### src/design/assert_macros.svh
// Assertion macros used by the traversal block's top-level RTL file.
`ifndef ASSERT_MACROS_SVH
`define ASSERT_MACROS_SVH

`ifndef SYNTHESIS
// Property must hold at every clock edge outside reset.
`define ASSERT_CLK(label, clk, rst_n, prop, msg) \
    label: assert property (@(posedge clk) disable iff (!rst_n) prop) else $error(msg);
// Condition must never be true at a clock edge outside reset.
`define ASSERT_NEVER(label, clk, rst_n, expr, msg) \
    label: assert property (@(posedge clk) disable iff (!rst_n) !(expr)) else $error(msg);
`else
`define ASSERT_CLK(label, clk, rst_n, prop, msg)
`define ASSERT_NEVER(label, clk, rst_n, expr, msg)
`endif

`endif

### src/design/gdbt_pkg.sv
// Types and constants shared by the graph traversal block.
`default_nettype none
package gdbt_pkg;

    localparam int MAX_VERTICES = 32;
    localparam int VTX_W        = $clog2(MAX_VERTICES);
    localparam int CNT_W        = VTX_W + 1;
    localparam int FIELD_W      = 6;
    localparam int ACTION_W     = 2;

    localparam logic [ACTION_W-1:0] ACT_CLEAR = 2'd0;
    localparam logic [ACTION_W-1:0] ACT_ADD   = 2'd1;
    localparam logic [ACTION_W-1:0] ACT_RUN   = 2'd2;
    localparam logic [ACTION_W-1:0] ACT_NONE  = 2'd3;

    localparam logic PASS_DEPTH   = 1'b0;
    localparam logic PASS_BREADTH = 1'b1;

    typedef struct packed {
        logic [ACTION_W-1:0] action;
        logic [FIELD_W-1:0]  edge_from;
        logic [FIELD_W-1:0]  edge_to;
        logic [FIELD_W-1:0]  start_vertex;
    } in_item_t;

    typedef struct packed {
        logic [FIELD_W-1:0] visited_vertex;
        logic               pass_kind;
        logic               error;
        logic               last;
    } out_item_t;

    // Command to the adjacency store; rows are vertex numbers minus one.
    typedef struct packed {
        logic             clear;
        logic             add;
        logic [VTX_W-1:0] row_a;
        logic [VTX_W-1:0] row_b;
    } adj_cmd_t;

    // Access to the stack and queue RAM.
    typedef struct packed {
        logic             wr_en;
        logic [VTX_W-1:0] wr_addr;
        logic [VTX_W-1:0] wr_data;
        logic             rd_en;
        logic [VTX_W-1:0] rd_addr;
    } mem_req_t;

    // Result of the neighbour search.
    typedef struct packed {
        logic             found;
        logic [VTX_W-1:0] idx;
    } pick_t;

endpackage
`default_nettype wire

### src/design/gdbt_adj.sv
// Adjacency bit matrix with whole-matrix clear and symmetric edge insert.
`default_nettype none
module gdbt_adj
    import gdbt_pkg::*;
(
    input  wire logic                    aclk,
    input  wire logic                    aresetn,
    input  wire adj_cmd_t                cmd,
    input  wire logic [VTX_W-1:0]        rd_idx,
    output logic      [MAX_VERTICES-1:0] rd_row
);

    logic [MAX_VERTICES-1:0] rows_reg [MAX_VERTICES];

    always_ff @(posedge aclk) begin
        if (!aresetn || cmd.clear) begin
            for (int i = 0; i < MAX_VERTICES; i++) begin
                rows_reg[i] <= '0;
            end
        end else if (cmd.add) begin
            // Each row is written at most once; a self loop sets its diagonal bit.
            for (int i = 0; i < MAX_VERTICES; i++) begin
                if (VTX_W'(i) == cmd.row_a) begin
                    rows_reg[i] <= rows_reg[i] | (MAX_VERTICES'(1) << cmd.row_b);
                end else if (VTX_W'(i) == cmd.row_b) begin
                    rows_reg[i] <= rows_reg[i] | (MAX_VERTICES'(1) << cmd.row_a);
                end
            end
        end
    end

    assign rd_row = rows_reg[rd_idx];

endmodule
`default_nettype wire

### src/design/gdbt_mem.sv
// Stack and queue RAM with one write port, one read port and registered read data.
`default_nettype none
module gdbt_mem
    import gdbt_pkg::*;
(
    input  wire logic             aclk,
    input  wire mem_req_t         req,
    output logic      [VTX_W-1:0] rd_data
);

    logic [VTX_W-1:0] ram_reg [MAX_VERTICES];
    logic [VTX_W-1:0] rd_data_reg;

    always_ff @(posedge aclk) begin
        if (req.wr_en) begin
            ram_reg[req.wr_addr] <= req.wr_data;
        end
        if (req.rd_en) begin
            rd_data_reg <= ram_reg[req.rd_addr];
        end
    end

    assign rd_data = rd_data_reg;

endmodule
`default_nettype wire

### src/design/gdbt_pick.sv
// Shared neighbour search: masks a row and finds its lowest unvisited vertex.
`default_nettype none
module gdbt_pick
    import gdbt_pkg::*;
(
    input  wire logic [MAX_VERTICES-1:0] row,
    input  wire logic [MAX_VERTICES-1:0] live_mask,
    input  wire logic [MAX_VERTICES-1:0] visited,
    output pick_t                        result
);

    logic [MAX_VERTICES-1:0] cand;

    always_comb begin
        cand = row & live_mask & ~visited;
        result.found = |cand;
        result.idx   = '0;
        // Scanning downwards leaves the lowest set bit as the winner.
        for (int i = MAX_VERTICES - 1; i >= 0; i--) begin
            if (cand[i]) begin
                result.idx = VTX_W'(i);
            end
        end
    end

endmodule
`default_nettype wire

### src/design/graph_dfs_bfs_traversal.sv
// Top level of the graph traversal block: sequencer, registers and output stage.
//
//   Channel  Ports                        Direction  Carries
//   input    s_valid s_ready s_data       in         clear, add-edge or run command
//   result   m_valid m_ready m_data       out        one visited vertex or an error per transfer
//   config   cfg_wr_en cfg_wr_data        in         vertex_count, no read-back
//
// Clear, add-edge and unused commands complete in the cycle of their transfer.
// A run makes a depth-first pass and then a breadth-first pass, which queues each
// neighbour before it reports the vertex; the stack/queue RAM with its registered read
// port and the shared neighbour search set how long a run takes.
// A result stall holds the sequencer only when it must load a result; runs take no input.
// Sync reset clears the adjacency matrix, state, pointers, visited set and output valid.
`default_nettype none
`include "assert_macros.svh"
module graph_dfs_bfs_traversal
    import gdbt_pkg::*;
(
    input  wire logic               aclk,
    input  wire logic               aresetn,
    input  wire logic               s_valid,
    output logic                    s_ready,
    input  wire in_item_t           s_data,
    output logic                    m_valid,
    input  wire logic               m_ready,
    output out_item_t               m_data,
    input  wire logic               cfg_wr_en,
    input  wire logic [FIELD_W-1:0] cfg_wr_data
);

    typedef enum logic [2:0] {
        ST_IDLE,
        ST_START,
        ST_D_READ,
        ST_D_EXP,
        ST_B_INIT,
        ST_B_READ,
        ST_B_EXP
    } state_t;

    state_t                  state_reg,   state_next;
    logic [FIELD_W-1:0]      vcount_reg;
    logic [CNT_W-1:0]        sp_reg,      sp_next;
    logic [CNT_W-1:0]        head_reg,    head_next;
    logic [CNT_W-1:0]        tail_reg,    tail_next;
    logic [MAX_VERTICES-1:0] visited_reg, visited_next;
    logic [MAX_VERTICES-1:0] mask_reg,    mask_next;
    logic [VTX_W-1:0]        start_reg,   start_next;
    logic                    bad_reg,     bad_next;
    logic                    m_valid_reg, m_valid_next;
    out_item_t               m_data_reg,  m_data_next;

    logic [FIELD_W-1:0]      live_n;
    logic                    out_free;
    logic                    out_load;
    out_item_t               out_item;
    adj_cmd_t                adj_cmd;
    mem_req_t                mem_req;
    logic [VTX_W-1:0]        mem_rd_data;
    logic [MAX_VERTICES-1:0] adj_row;
    pick_t                   pick;

    function automatic logic vertex_ok(input logic [FIELD_W-1:0] v,
                                       input logic [FIELD_W-1:0] n);
        return (v != '0) && (v <= n);
    endfunction

    gdbt_adj u_adj (
        .aclk    (aclk),
        .aresetn (aresetn),
        .cmd     (adj_cmd),
        .rd_idx  (mem_rd_data),
        .rd_row  (adj_row)
    );

    gdbt_mem u_mem (
        .aclk    (aclk),
        .req     (mem_req),
        .rd_data (mem_rd_data)
    );

    gdbt_pick u_pick (
        .row       (adj_row),
        .live_mask (mask_reg),
        .visited   (visited_reg),
        .result    (pick)
    );

    assign live_n   = (vcount_reg > FIELD_W'(MAX_VERTICES)) ? FIELD_W'(MAX_VERTICES)
                                                             : vcount_reg;
    assign out_free = !m_valid_reg || m_ready;

    always_comb begin
        state_next   = state_reg;
        sp_next      = sp_reg;
        head_next    = head_reg;
        tail_next    = tail_reg;
        visited_next = visited_reg;
        mask_next    = mask_reg;
        start_next   = start_reg;
        bad_next     = bad_reg;
        s_ready      = 1'b0;
        adj_cmd      = '0;
        mem_req      = '0;
        out_load     = 1'b0;
        out_item     = '0;

        unique case (state_reg)
            ST_IDLE: begin
                s_ready = 1'b1;
                if (s_valid) begin
                    unique case (s_data.action)
                        ACT_CLEAR: begin
                            adj_cmd.clear = 1'b1;
                        end
                        ACT_ADD: begin
                            if (vertex_ok(s_data.edge_from, live_n) &&
                                vertex_ok(s_data.edge_to, live_n)) begin
                                adj_cmd.add   = 1'b1;
                                adj_cmd.row_a = VTX_W'(s_data.edge_from - FIELD_W'(1));
                                adj_cmd.row_b = VTX_W'(s_data.edge_to - FIELD_W'(1));
                            end
                        end
                        ACT_RUN: begin
                            start_next = VTX_W'(s_data.start_vertex - FIELD_W'(1));
                            bad_next   = !vertex_ok(s_data.start_vertex, live_n);
                            for (int i = 0; i < MAX_VERTICES; i++) begin
                                mask_next[i] = FIELD_W'(i) < live_n;
                            end
                            state_next = ST_START;
                        end
                        ACT_NONE: begin
                        end
                    endcase
                end
            end
            ST_START: begin
                if (out_free) begin
                    out_load = 1'b1;
                    if (bad_reg) begin
                        out_item.pass_kind = PASS_DEPTH;
                        out_item.error     = 1'b1;
                        out_item.last      = 1'b1;
                        state_next         = ST_IDLE;
                    end else begin
                        out_item.visited_vertex = FIELD_W'(start_reg) + FIELD_W'(1);
                        out_item.pass_kind      = PASS_DEPTH;
                        mem_req.wr_en           = 1'b1;
                        mem_req.wr_addr         = '0;
                        mem_req.wr_data         = start_reg;
                        sp_next                 = CNT_W'(1);
                        visited_next            = MAX_VERTICES'(1) << start_reg;
                        state_next              = ST_D_READ;
                    end
                end
            end
            ST_D_READ: begin
                if (sp_reg == '0) begin
                    state_next = ST_B_INIT;
                end else begin
                    mem_req.rd_en   = 1'b1;
                    mem_req.rd_addr = VTX_W'(sp_reg - CNT_W'(1));
                    state_next      = ST_D_EXP;
                end
            end
            ST_D_EXP: begin
                // The registered read data is the vertex on top of the stack.
                if (!pick.found) begin
                    sp_next    = sp_reg - CNT_W'(1);
                    state_next = ST_D_READ;
                end else if (out_free) begin
                    out_load                = 1'b1;
                    out_item.visited_vertex = FIELD_W'(pick.idx) + FIELD_W'(1);
                    out_item.pass_kind      = PASS_DEPTH;
                    visited_next            = visited_reg | (MAX_VERTICES'(1) << pick.idx);
                    if (sp_reg < CNT_W'(MAX_VERTICES)) begin
                        mem_req.wr_en   = 1'b1;
                        mem_req.wr_addr = VTX_W'(sp_reg);
                        mem_req.wr_data = pick.idx;
                        sp_next         = sp_reg + CNT_W'(1);
                    end
                    state_next = ST_D_READ;
                end
            end
            ST_B_INIT: begin
                visited_next    = MAX_VERTICES'(1) << start_reg;
                mem_req.wr_en   = 1'b1;
                mem_req.wr_addr = '0;
                mem_req.wr_data = start_reg;
                head_next       = '0;
                tail_next       = CNT_W'(1);
                state_next      = ST_B_READ;
            end
            ST_B_READ: begin
                mem_req.rd_en   = 1'b1;
                mem_req.rd_addr = VTX_W'(head_reg);
                head_next       = head_reg + CNT_W'(1);
                state_next      = ST_B_EXP;
            end
            ST_B_EXP: begin
                // Neighbours are queued one a cycle; the vertex itself is reported
                // once they are all queued, so that the final one can carry last.
                if (pick.found) begin
                    visited_next = visited_reg | (MAX_VERTICES'(1) << pick.idx);
                    if (tail_reg < CNT_W'(MAX_VERTICES)) begin
                        mem_req.wr_en   = 1'b1;
                        mem_req.wr_addr = VTX_W'(tail_reg);
                        mem_req.wr_data = pick.idx;
                        tail_next       = tail_reg + CNT_W'(1);
                    end
                end else if (out_free) begin
                    out_load                = 1'b1;
                    out_item.visited_vertex = FIELD_W'(mem_rd_data) + FIELD_W'(1);
                    out_item.pass_kind      = PASS_BREADTH;
                    out_item.last           = head_reg == tail_reg;
                    state_next              = (head_reg == tail_reg) ? ST_IDLE : ST_B_READ;
                end
            end
            default: begin
                state_next = ST_IDLE;
            end
        endcase
    end

    always_comb begin
        m_valid_next = m_valid_reg;
        m_data_next  = m_data_reg;
        if (out_load) begin
            m_valid_next = 1'b1;
            m_data_next  = out_item;
        end else if (m_ready) begin
            m_valid_next = 1'b0;
        end
    end

    always_ff @(posedge aclk) begin
        if (!aresetn) begin
            state_reg   <= ST_IDLE;
            vcount_reg  <= FIELD_W'(MAX_VERTICES);
            sp_reg      <= '0;
            head_reg    <= '0;
            tail_reg    <= '0;
            visited_reg <= '0;
            m_valid_reg <= 1'b0;
        end else begin
            state_reg   <= state_next;
            sp_reg      <= sp_next;
            head_reg    <= head_next;
            tail_reg    <= tail_next;
            visited_reg <= visited_next;
            mask_reg    <= mask_next;
            start_reg   <= start_next;
            bad_reg     <= bad_next;
            m_valid_reg <= m_valid_next;
            m_data_reg  <= m_data_next;
            if (cfg_wr_en) begin
                vcount_reg <= cfg_wr_data;
            end
        end
    end

    assign m_valid = m_valid_reg;
    assign m_data  = m_data_reg;

    `ASSERT_NEVER(a_stack_bound, aclk, aresetn, sp_reg > CNT_W'(MAX_VERTICES), "stack overrun")
    `ASSERT_CLK(a_queue_order, aclk, aresetn, head_reg <= tail_reg, "queue head passed tail")
    `ASSERT_NEVER(a_pop_before_exp, aclk, aresetn, (state_reg == ST_B_EXP) && (head_reg == '0), "queue expand without a pop")
    `ASSERT_CLK(a_last_ends_run, aclk, aresetn, (out_load && out_item.last) |=> (state_reg == ST_IDLE), "run continued after its final result")

endmodule
`default_nettype wire

### config.mk
export PLATFORM = sky130hd
export DESIGN_NAME = graph_dfs_bfs_traversal
export DESIGN_NICKNAME = d
export VERILOG_FILES = /design/src/design/gdbt_pkg.sv /design/src/design/gdbt_adj.sv /design/src/design/gdbt_mem.sv /design/src/design/gdbt_pick.sv /design/src/design/graph_dfs_bfs_traversal.sv
export VERILOG_INCLUDE_DIRS = /design/src /design/src/design
export SDC_FILE = /design/constraint.sdc
export NUM_CORES = 2
export LEC_CHECK = 0
export ABC_CLOCK_PERIOD_IN_PS = 6900
export BUFFER_PORTS_ARGS = -buffer_cell sky130_fd_sc_hd__buf_2
export CORE_ASPECT_RATIO = 0.7
export CORE_UTILIZATION = 49
export DETAILED_ROUTE_END_ITERATION = 10
export SKIP_LAST_GASP = 1
export SYNTH_ARGS = -nofsm -noshare
export SYNTH_HDL_FRONTEND = slang
export SYNTH_SLANG_ARGS = --single-unit
### constraint.sdc
create_clock -name aclk -period 6.9 [get_ports aclk]
set_clock_uncertainty 0.05 [all_clocks]
set_input_delay 0 -clock aclk [delete_from_list [all_inputs] [get_ports aclk]]
set_output_delay 0 -clock aclk [all_outputs]
set_load 0.01 [all_outputs]
# --- Yosys cells after proc, flatten, opt, wreduce, memory -nomap -nowiden ---
# Memory sizes are Yosys's and may differ from the RTL's. A register that Yosys moved wholly into a read port is not among the register bits.
# Cells that the tools add are included.
totals:
  ff_bits: 107
  ramBits: 1184
  memories: 2
  inputBits: 31
  word_cells: 762
  output_inout_bits: 11
memory_table:
  columns: ["name", "depth", "width", "rd", "rd_clocked_by_memory_dff", "wr", "line_no", "text"]
  rows:
  - ["u_adj.rows_reg", 32, 32, 33, 0, 32, "gdbt_adj.sv:13", "logic [MAX_VERTICES-1:0] rows_reg [MAX_VERTICES];"]
  - ["u_mem.ram_reg", 32, 5, 1, 1, 1, "gdbt_mem.sv:11", "logic [VTX_W-1:0] ram_reg [MAX_VERTICES];"]
classes:
  muxes: 449
  eq_ne: 83
  reduce_logical: 30
  addsub: 10
  magnitude_cmp: 38
  n_shift: 4
  bitwise_logic: 132
ops:
  columns: ["cell", "count"]
  rows:
  - ["two-way mux 32 bit", 69]
  - ["bitwise OR 32 bit", 65]
  - ["two-way mux 1 bit", 301]
  - ["equality test 5 bit (first input constant)", 32]
  - ["two-way mux 5 bit", 32]
  - ["one-hot mux 32 bit (4 select lines)", 1]
  - ["left shift 1 x 5 -> 32 bit (first input constant)", 4]
  - ["two-way mux 11 bit", 9]
  - ["< comparator 5 x 6 -> 1 bit (first input constant)", 16]
  - ["equality test 4 x 5 -> 1 bit (first input constant)", 16]
  - ["AND 32 bit", 2]
  - ["bitwise OR 1 bit", 64]
  - ["two-way mux 6 bit", 10]
  - ["< comparator 4 x 6 -> 1 bit (first input constant)", 8]
  - ["one-hot mux 6 bit (2 select lines)", 4]
  - ["one-hot mux 11 bit (4 select lines)", 1]
  - ["equality test 3 x 5 -> 1 bit (first input constant)", 8]
  - ["inverter 32 bit", 1]
  - ["OR reduction 32 bit", 1]
  - ["two-way mux 7 bit", 4]
  - ["two-way mux 3 bit", 9]
  - ["< comparator 3 x 6 -> 1 bit (first input constant)", 4]
  - ["two-way mux 12 bit", 2]
  - ["one-hot mux 3 bit (7 select lines)", 1]
  - ["40 further kinds", 82]

# --- Longest topological paths before layout ---
# An unclocked memory read counts as a cell.
depth:
  depth_word: 41
  mapped_depth: 22
  mapped_depth_nobuf: 14

# --- Cells and area by module ---
# A second synthesis with hierarchy kept.
hier_totals:
  hier_cells: 6115
  area_unflattened_um2: 68730.9
by_module_without_submodules:
  columns: ["mod", "n_inst", "cells_per_inst", "area_each_um2"]
  rows:
  - ["gdbt_adj", 1, 4973, 54796.3]
  - ["graph_dfs_bfs_traversal", 1, 759, 6775.2]
  - ["gdbt_mem", 1, 277, 6394.9]
  - ["gdbt_pick", 1, 106, 764.5]

# --- Least setup slack after synthesis ---
# OpenSTA, ideal clock, no wires.
synth_path:
  path_kind: "register to register"
  start: "register vcount_reg[1]"
  end: "memory u_adj.rows_reg[8][0], enable pin"
  path_stages_with_launch: 17
  slack_ns: 1.787
  t_arrival_ns: 4.673
  n_path_buf: 3
  setup_ns: 0.389
  path_cell_list: "dfxtp_1 > nor2b_1 > inv_1 > ha_1 > nor2b_1 > o21a_1 > o21a_1 > o21a_1 > o21a_1 > o32ai_1 > clkbuf_1 > nand4_1 > clkbuf_1 > nor3_1 > clkbuf_1 > o21ai_1 > nand2_1"
synth_rtl:
  columns: ["item", "line_no", "text"]
  rows:
  - ["start: declaration", "graph_dfs_bfs_traversal.sv:42", "logic [FIELD_W-1:0] vcount_reg;"]
  - ["start signal: assignment", "graph_dfs_bfs_traversal.sv:239", "vcount_reg <= FIELD_W'(MAX_VERTICES);"]
  - ["start signal: assignment", "graph_dfs_bfs_traversal.sv:257", "vcount_reg <= cfg_wr_data;"]
  - ["end: declaration", "gdbt_adj.sv:13", null]

# --- Final worst setup path ---
layout_path:
  start: "register u_mem.rd_data_reg[2] (netlist: u_mem.rd_data[2]), read port of u_mem.ram_reg"
  end: "register state_reg[0]"
layout_between:
  elab_chain_len: 6
  elab_cells_between_ends: 9
layout_lines:
  columns: ["item", "line_no", "text"]
  rows:
  - ["start: declaration", "gdbt_mem.sv:12", "logic [VTX_W-1:0] rd_data_reg;"]
  - ["memory read (32 x 32 bit) (*)", null, null]
  - ["AND 32 bit (*) (2 in series)", "gdbt_pick.sv:15", "cand = row & live_mask & ~visited;"]
  - ["OR reduction 32 bit (*)", "gdbt_pick.sv:16", "result.found = |cand;"]
  - ["!= test 3 bit (no line), or another cell as far along", null, null]
  - ["AND reduction 6 bit (no line) / one-hot mux 3 bit (7 select lines) (equally long branches)", null, null]
  - ["end signal: assignment", "graph_dfs_bfs_traversal.sv:246", "state_reg <= state_next;"]
  - ["end: declaration", "graph_dfs_bfs_traversal.sv:41", "state_t state_reg, state_next;"]
# Every way passes the cells marked *; elsewhere a longest branch is shown, timed or not.
# A chain may end at the register's enable or synchronous reset.

==> run metrics <==
starting density of the core=0.4941; antenna violations before repair=19; average cell area after synthesis=between 10 and 15 sq um; sequential-to-total area share from yosys stat=0.5617; grt total ovfl=0; class of the most critical setup path=reg -> reg; maximum resistive drop on vdd=about 0.19 mV; CP bufs+invs=4; flip-flop count of the largest register, all copies and words added=a little over 1000; pin count of the biggest net entering global routing=175; library cell used as clock root buffer=sky130_fd_sc_hd__clkbuf_16; capture point of the worst path=state_reg[0]; total chip power=approximately 18 mW; source of the worst register-to-register timing path=u_mem.rd_data[2]; number of flip-flops and latches in the synthesized netlist=1296; outcome=finished, violations left; Slew HR=-0.03406; Critical Path Slowest Stage Cell=sky130_fd_sc_hd__mux2i_1; final non-filler cell total=approximately 7800; DRC viols=0; family with the most delay on the worst path=buffers and inverters; height of the chip=314.2 microns; number of sinks on the clock net=between 1000 and 1500; Comb power frac=0.089; Final Util=0.5503; CP Launch Type=flip-flop; clock tree from TritonCTS=built; setup total negative slack=0 ns; Mapped Area=roughly 70000 sq um; internal power component=13.71 mW; most common library cell in the layout ignoring fill and taps=sky130_fd_sc_hd__edfxtp_1; internal reg-to-reg setup slack=about 0.67 ns; share of total power consumed by net switching=0.2556; cell seen most often among critical-path stages=sky130_fd_sc_hd__dlygate4sd3_1; leading register cell type out of synthesis=sky130_fd_sc_hd__edfxtp_1; final weighted congestion of routability-driven global placement=between 1 and 1.5; stage delay of the slowest cell on the critical path=around 0.80 ns; Worst Tran Pin Value=around 1.5 ns; global-route wire length before repair=401500 microns; row cnt=114; buffer depth of the longest clock path=3; fraction of layout cells with a size suffix above 1=0.1636; Floorplan Core Area=between 100000 and 150000 sq um; clock-pin slew reported for the worst setup and hold paths after clock tree synthesis=around 0.06 ns; count of endpoints failing hold in the final timing report=0; Critical Path Stages=13; commonest cells after routing, fill and taps aside=sky130_fd_sc_hd__edfxtp_1, sky130_fd_sc_hd__o21ai_0, sky130_fd_sc_hd__nor2_1; endpoints failing setup=0; Reg-to-Reg End=state_reg[0]; number of DRC violations after detailed-routing iteration 0=between 10000 and 15000; Clk Latency, worst-skew pair=0.82 ns; Clock Power Share=0.403; max-cap violation count=1; critical path required time=about 7.6 ns; net count of the mapped netlist=5953; setup repair after global routing missed its margin=no; fillers=~12000; via-per-instance ratio=7.441; Sequential Power Share=0.508; number of cells on the worst reg-to-reg path=13; Placed Cells incl. Taps=roughly 7500; final worst path period need=6.225 ns; power per standard cell area=around 240 nW/um^2; wire per inst=37.05 microns; failing checks=max-capacitance violations, max-slew violations; vias in the first global route=around 52000; post-detail-place hpwl=between 150000 and 200000 microns; aggregate global-route resource usage=0.4024; post-CTS repair timing setup buffer count=0; source of the critical timing path=u_mem.rd_data[2]; total of cells resized after clock tree synthesis=0; total number of vias=a little under 60000; Final period util=0.9022; Port Buffers=41; maximum fanout count along the critical path=33; total detailed-routing wirelength=between 200000 and 300000 microns; area enclosed by the die boundary=around 140000 sq um; Area Growth Syn to Fin=11.38%; first drt pass iteration count=9; number of nets with antenna violations after routing=0; power dissipated by switching net loads=4.707 mW; top-level I/O count=42; Distinct cells, synth=86; crit path capture type=flip-flop; leakage power figure=around 24 nW; total number of yosys warnings=0; Post-Syn Instances=a little under 6000; Post-CTS Hold Buffers=37; number of CTS-inserted buffers=roughly 130; ys async rst share=0; number of nets in the finished design=around 5900; number of flops mapped to enable cells by yosys=approximately 1200; H-tree depth=4; Highest Clock Rate=160.6 MHz; x dimension of the die=between 400 and 500 microns; worst path cell trace=inv_4 -> buf_12 -> mux2i_1 -> mux4_2 -> o22ai_1 -> nor3_1 -> nand3_1 -> nor2_8 -> nand2_1 -> nand4_1 -> dlygate4sd3_1 -> o31ai_2 -> dlygate4sd3_1; worst hold-check path type=in -> reg; count of pins over their slew limit=23; worst path arrival time=between 6 and 7 ns
## area by class of cell
cell class	count	area (sq um)	area share
antenna	11	27.53	0.0003623
clock buffer	165	3565	0.04691
clock inverter	80	719.4	0.009468
inverter	42	160.2	0.002108
multi-input combinational	3944	27970	0.3681
sequential	1296	38320	0.5043
tap	1856	2322	0.03056
timing repair buffer	360	2905	0.03824
## logic make-up after synthesis
group           after synthesis  synth area share
xor+xnor                     26          0.003338
fa+ha+maj                    42          0.007703
buf+inv                     640           0.03936
flops                      1296            0.5617
simple gates               1578            0.1076
mux                         353            0.1014
compound gates             1945            0.1788
## metrics by stage
step,worst slack (ns),hold slack [ns],instance area [sq um]
finish,0.6748,0.04637,75980
global route,0.5984,0.06301,75960
CTS,1.032,0.002360,75960
detailed placement,1.194,0.1978,71300
global placement,1.303,0.1841,71300
floorplan,1.787,0.07620,68220
## cell usage after synthesis, types with 12 or more instances
master                     number  area (sq um)
sky130_fd_sc_hd__edfxtp_1    1236         37120
sky130_fd_sc_hd__o21ai_0      808          4044
sky130_fd_sc_hd__nor2_1       588          2207
sky130_fd_sc_hd__clkbuf_1     497          1866
sky130_fd_sc_hd__a21oi_1      288          1441
sky130_fd_sc_hd__nand2_1      279          1047
sky130_fd_sc_hd__mux4_2       267          6013
sky130_fd_sc_hd__o31a_1       252          2207
sky130_fd_sc_hd__nand3_1      216          1081
sky130_fd_sc_hd__a211oi_1     194          1456
sky130_fd_sc_hd__nor3_1       180         900.9
sky130_fd_sc_hd__o22ai_1      127         794.5
sky130_fd_sc_hd__mux2i_1       75         750.7
sky130_fd_sc_hd__nand4_1       70         437.9
sky130_fd_sc_hd__and2_1        63         394.1
sky130_fd_sc_hd__dfxtp_1       60          1201
sky130_fd_sc_hd__ha_1          42         525.5
sky130_fd_sc_hd__inv_1         38         142.6
sky130_fd_sc_hd__buf_1         35         131.4
sky130_fd_sc_hd__nand2b_1      35         219.0
sky130_fd_sc_hd__a311oi_1      34         297.8
sky130_fd_sc_hd__buf_2         32         160.2
sky130_fd_sc_hd__or3_1         31         193.9
sky130_fd_sc_hd__a22oi_1       29         217.7
sky130_fd_sc_hd__a31oi_1       27         168.9
sky130_fd_sc_hd__o21a_1        27         202.7
sky130_fd_sc_hd__a22o_1        26         227.7
sky130_fd_sc_hd__o221ai_1      25         219.0
sky130_fd_sc_hd__nand3b_1      21         157.7
sky130_fd_sc_hd__and3_1        20         125.1
sky130_fd_sc_hd__nor2b_1       20         125.1
sky130_fd_sc_hd__nor4_1        20         125.1
sky130_fd_sc_hd__buf_4         16         120.1
sky130_fd_sc_hd__o21ai_1       15         75.07
sky130_fd_sc_hd__xnor2_1       15         131.4
sky130_fd_sc_hd__a221oi_1      12         105.1
sky130_fd_sc_hd__buf_6         12         135.1
## how the worst min path moves through the flow
stage | startpoint | end | cells after the start
final | cfg_wr_en | vcount_reg[5] | 3
after global routing | cfg_wr_en | vcount_reg[5] | 3
after CTS | cfg_wr_en | vcount_reg[5] | 3
after detailed placement | cfg_wr_data[5] | vcount_reg[5] | 3
after global placement | cfg_wr_data[3] | vcount_reg[3] | 3
after floorplan | cfg_wr_data[5] | vcount_reg[5] | 2
## worst min-delay path, delay by kind of cell
family | cells | cell delay [ns]
AOI/OAI and AO/OA | 1 | 0.10
buffers and inverters | 2 | 0.75
## layer usage
layer  share of wire  up-vias  track usage
li1                -    22800            -
met1            0.38    28500       0.5767
met2            0.38     5640       0.4986
met3            0.19      746       0.2133
met4           0.046       18       0.1567
met5          0.0029        -      0.03850
## power groups by stage
| stage | Combinational, mW | Clock, mW | Sequential [mW] |
|---|---|---|---|
| 5_1_grt | 1.67 | 7.68 | 9.39 |
| 3_5_place_dp | 1.52 | 0 | 9.49 |
| 6_report | 1.63 | 7.43 | 9.36 |
| 4_1_cts | 1.54 | 7.39 | 9.33 |
| 2_1_floorplan | 0.901 | 0 | 9.40 |
| 3_3_place_gp | 1.50 | 0 | 9.48 |
Note: power is estimated with default switching activity, not from simulation.
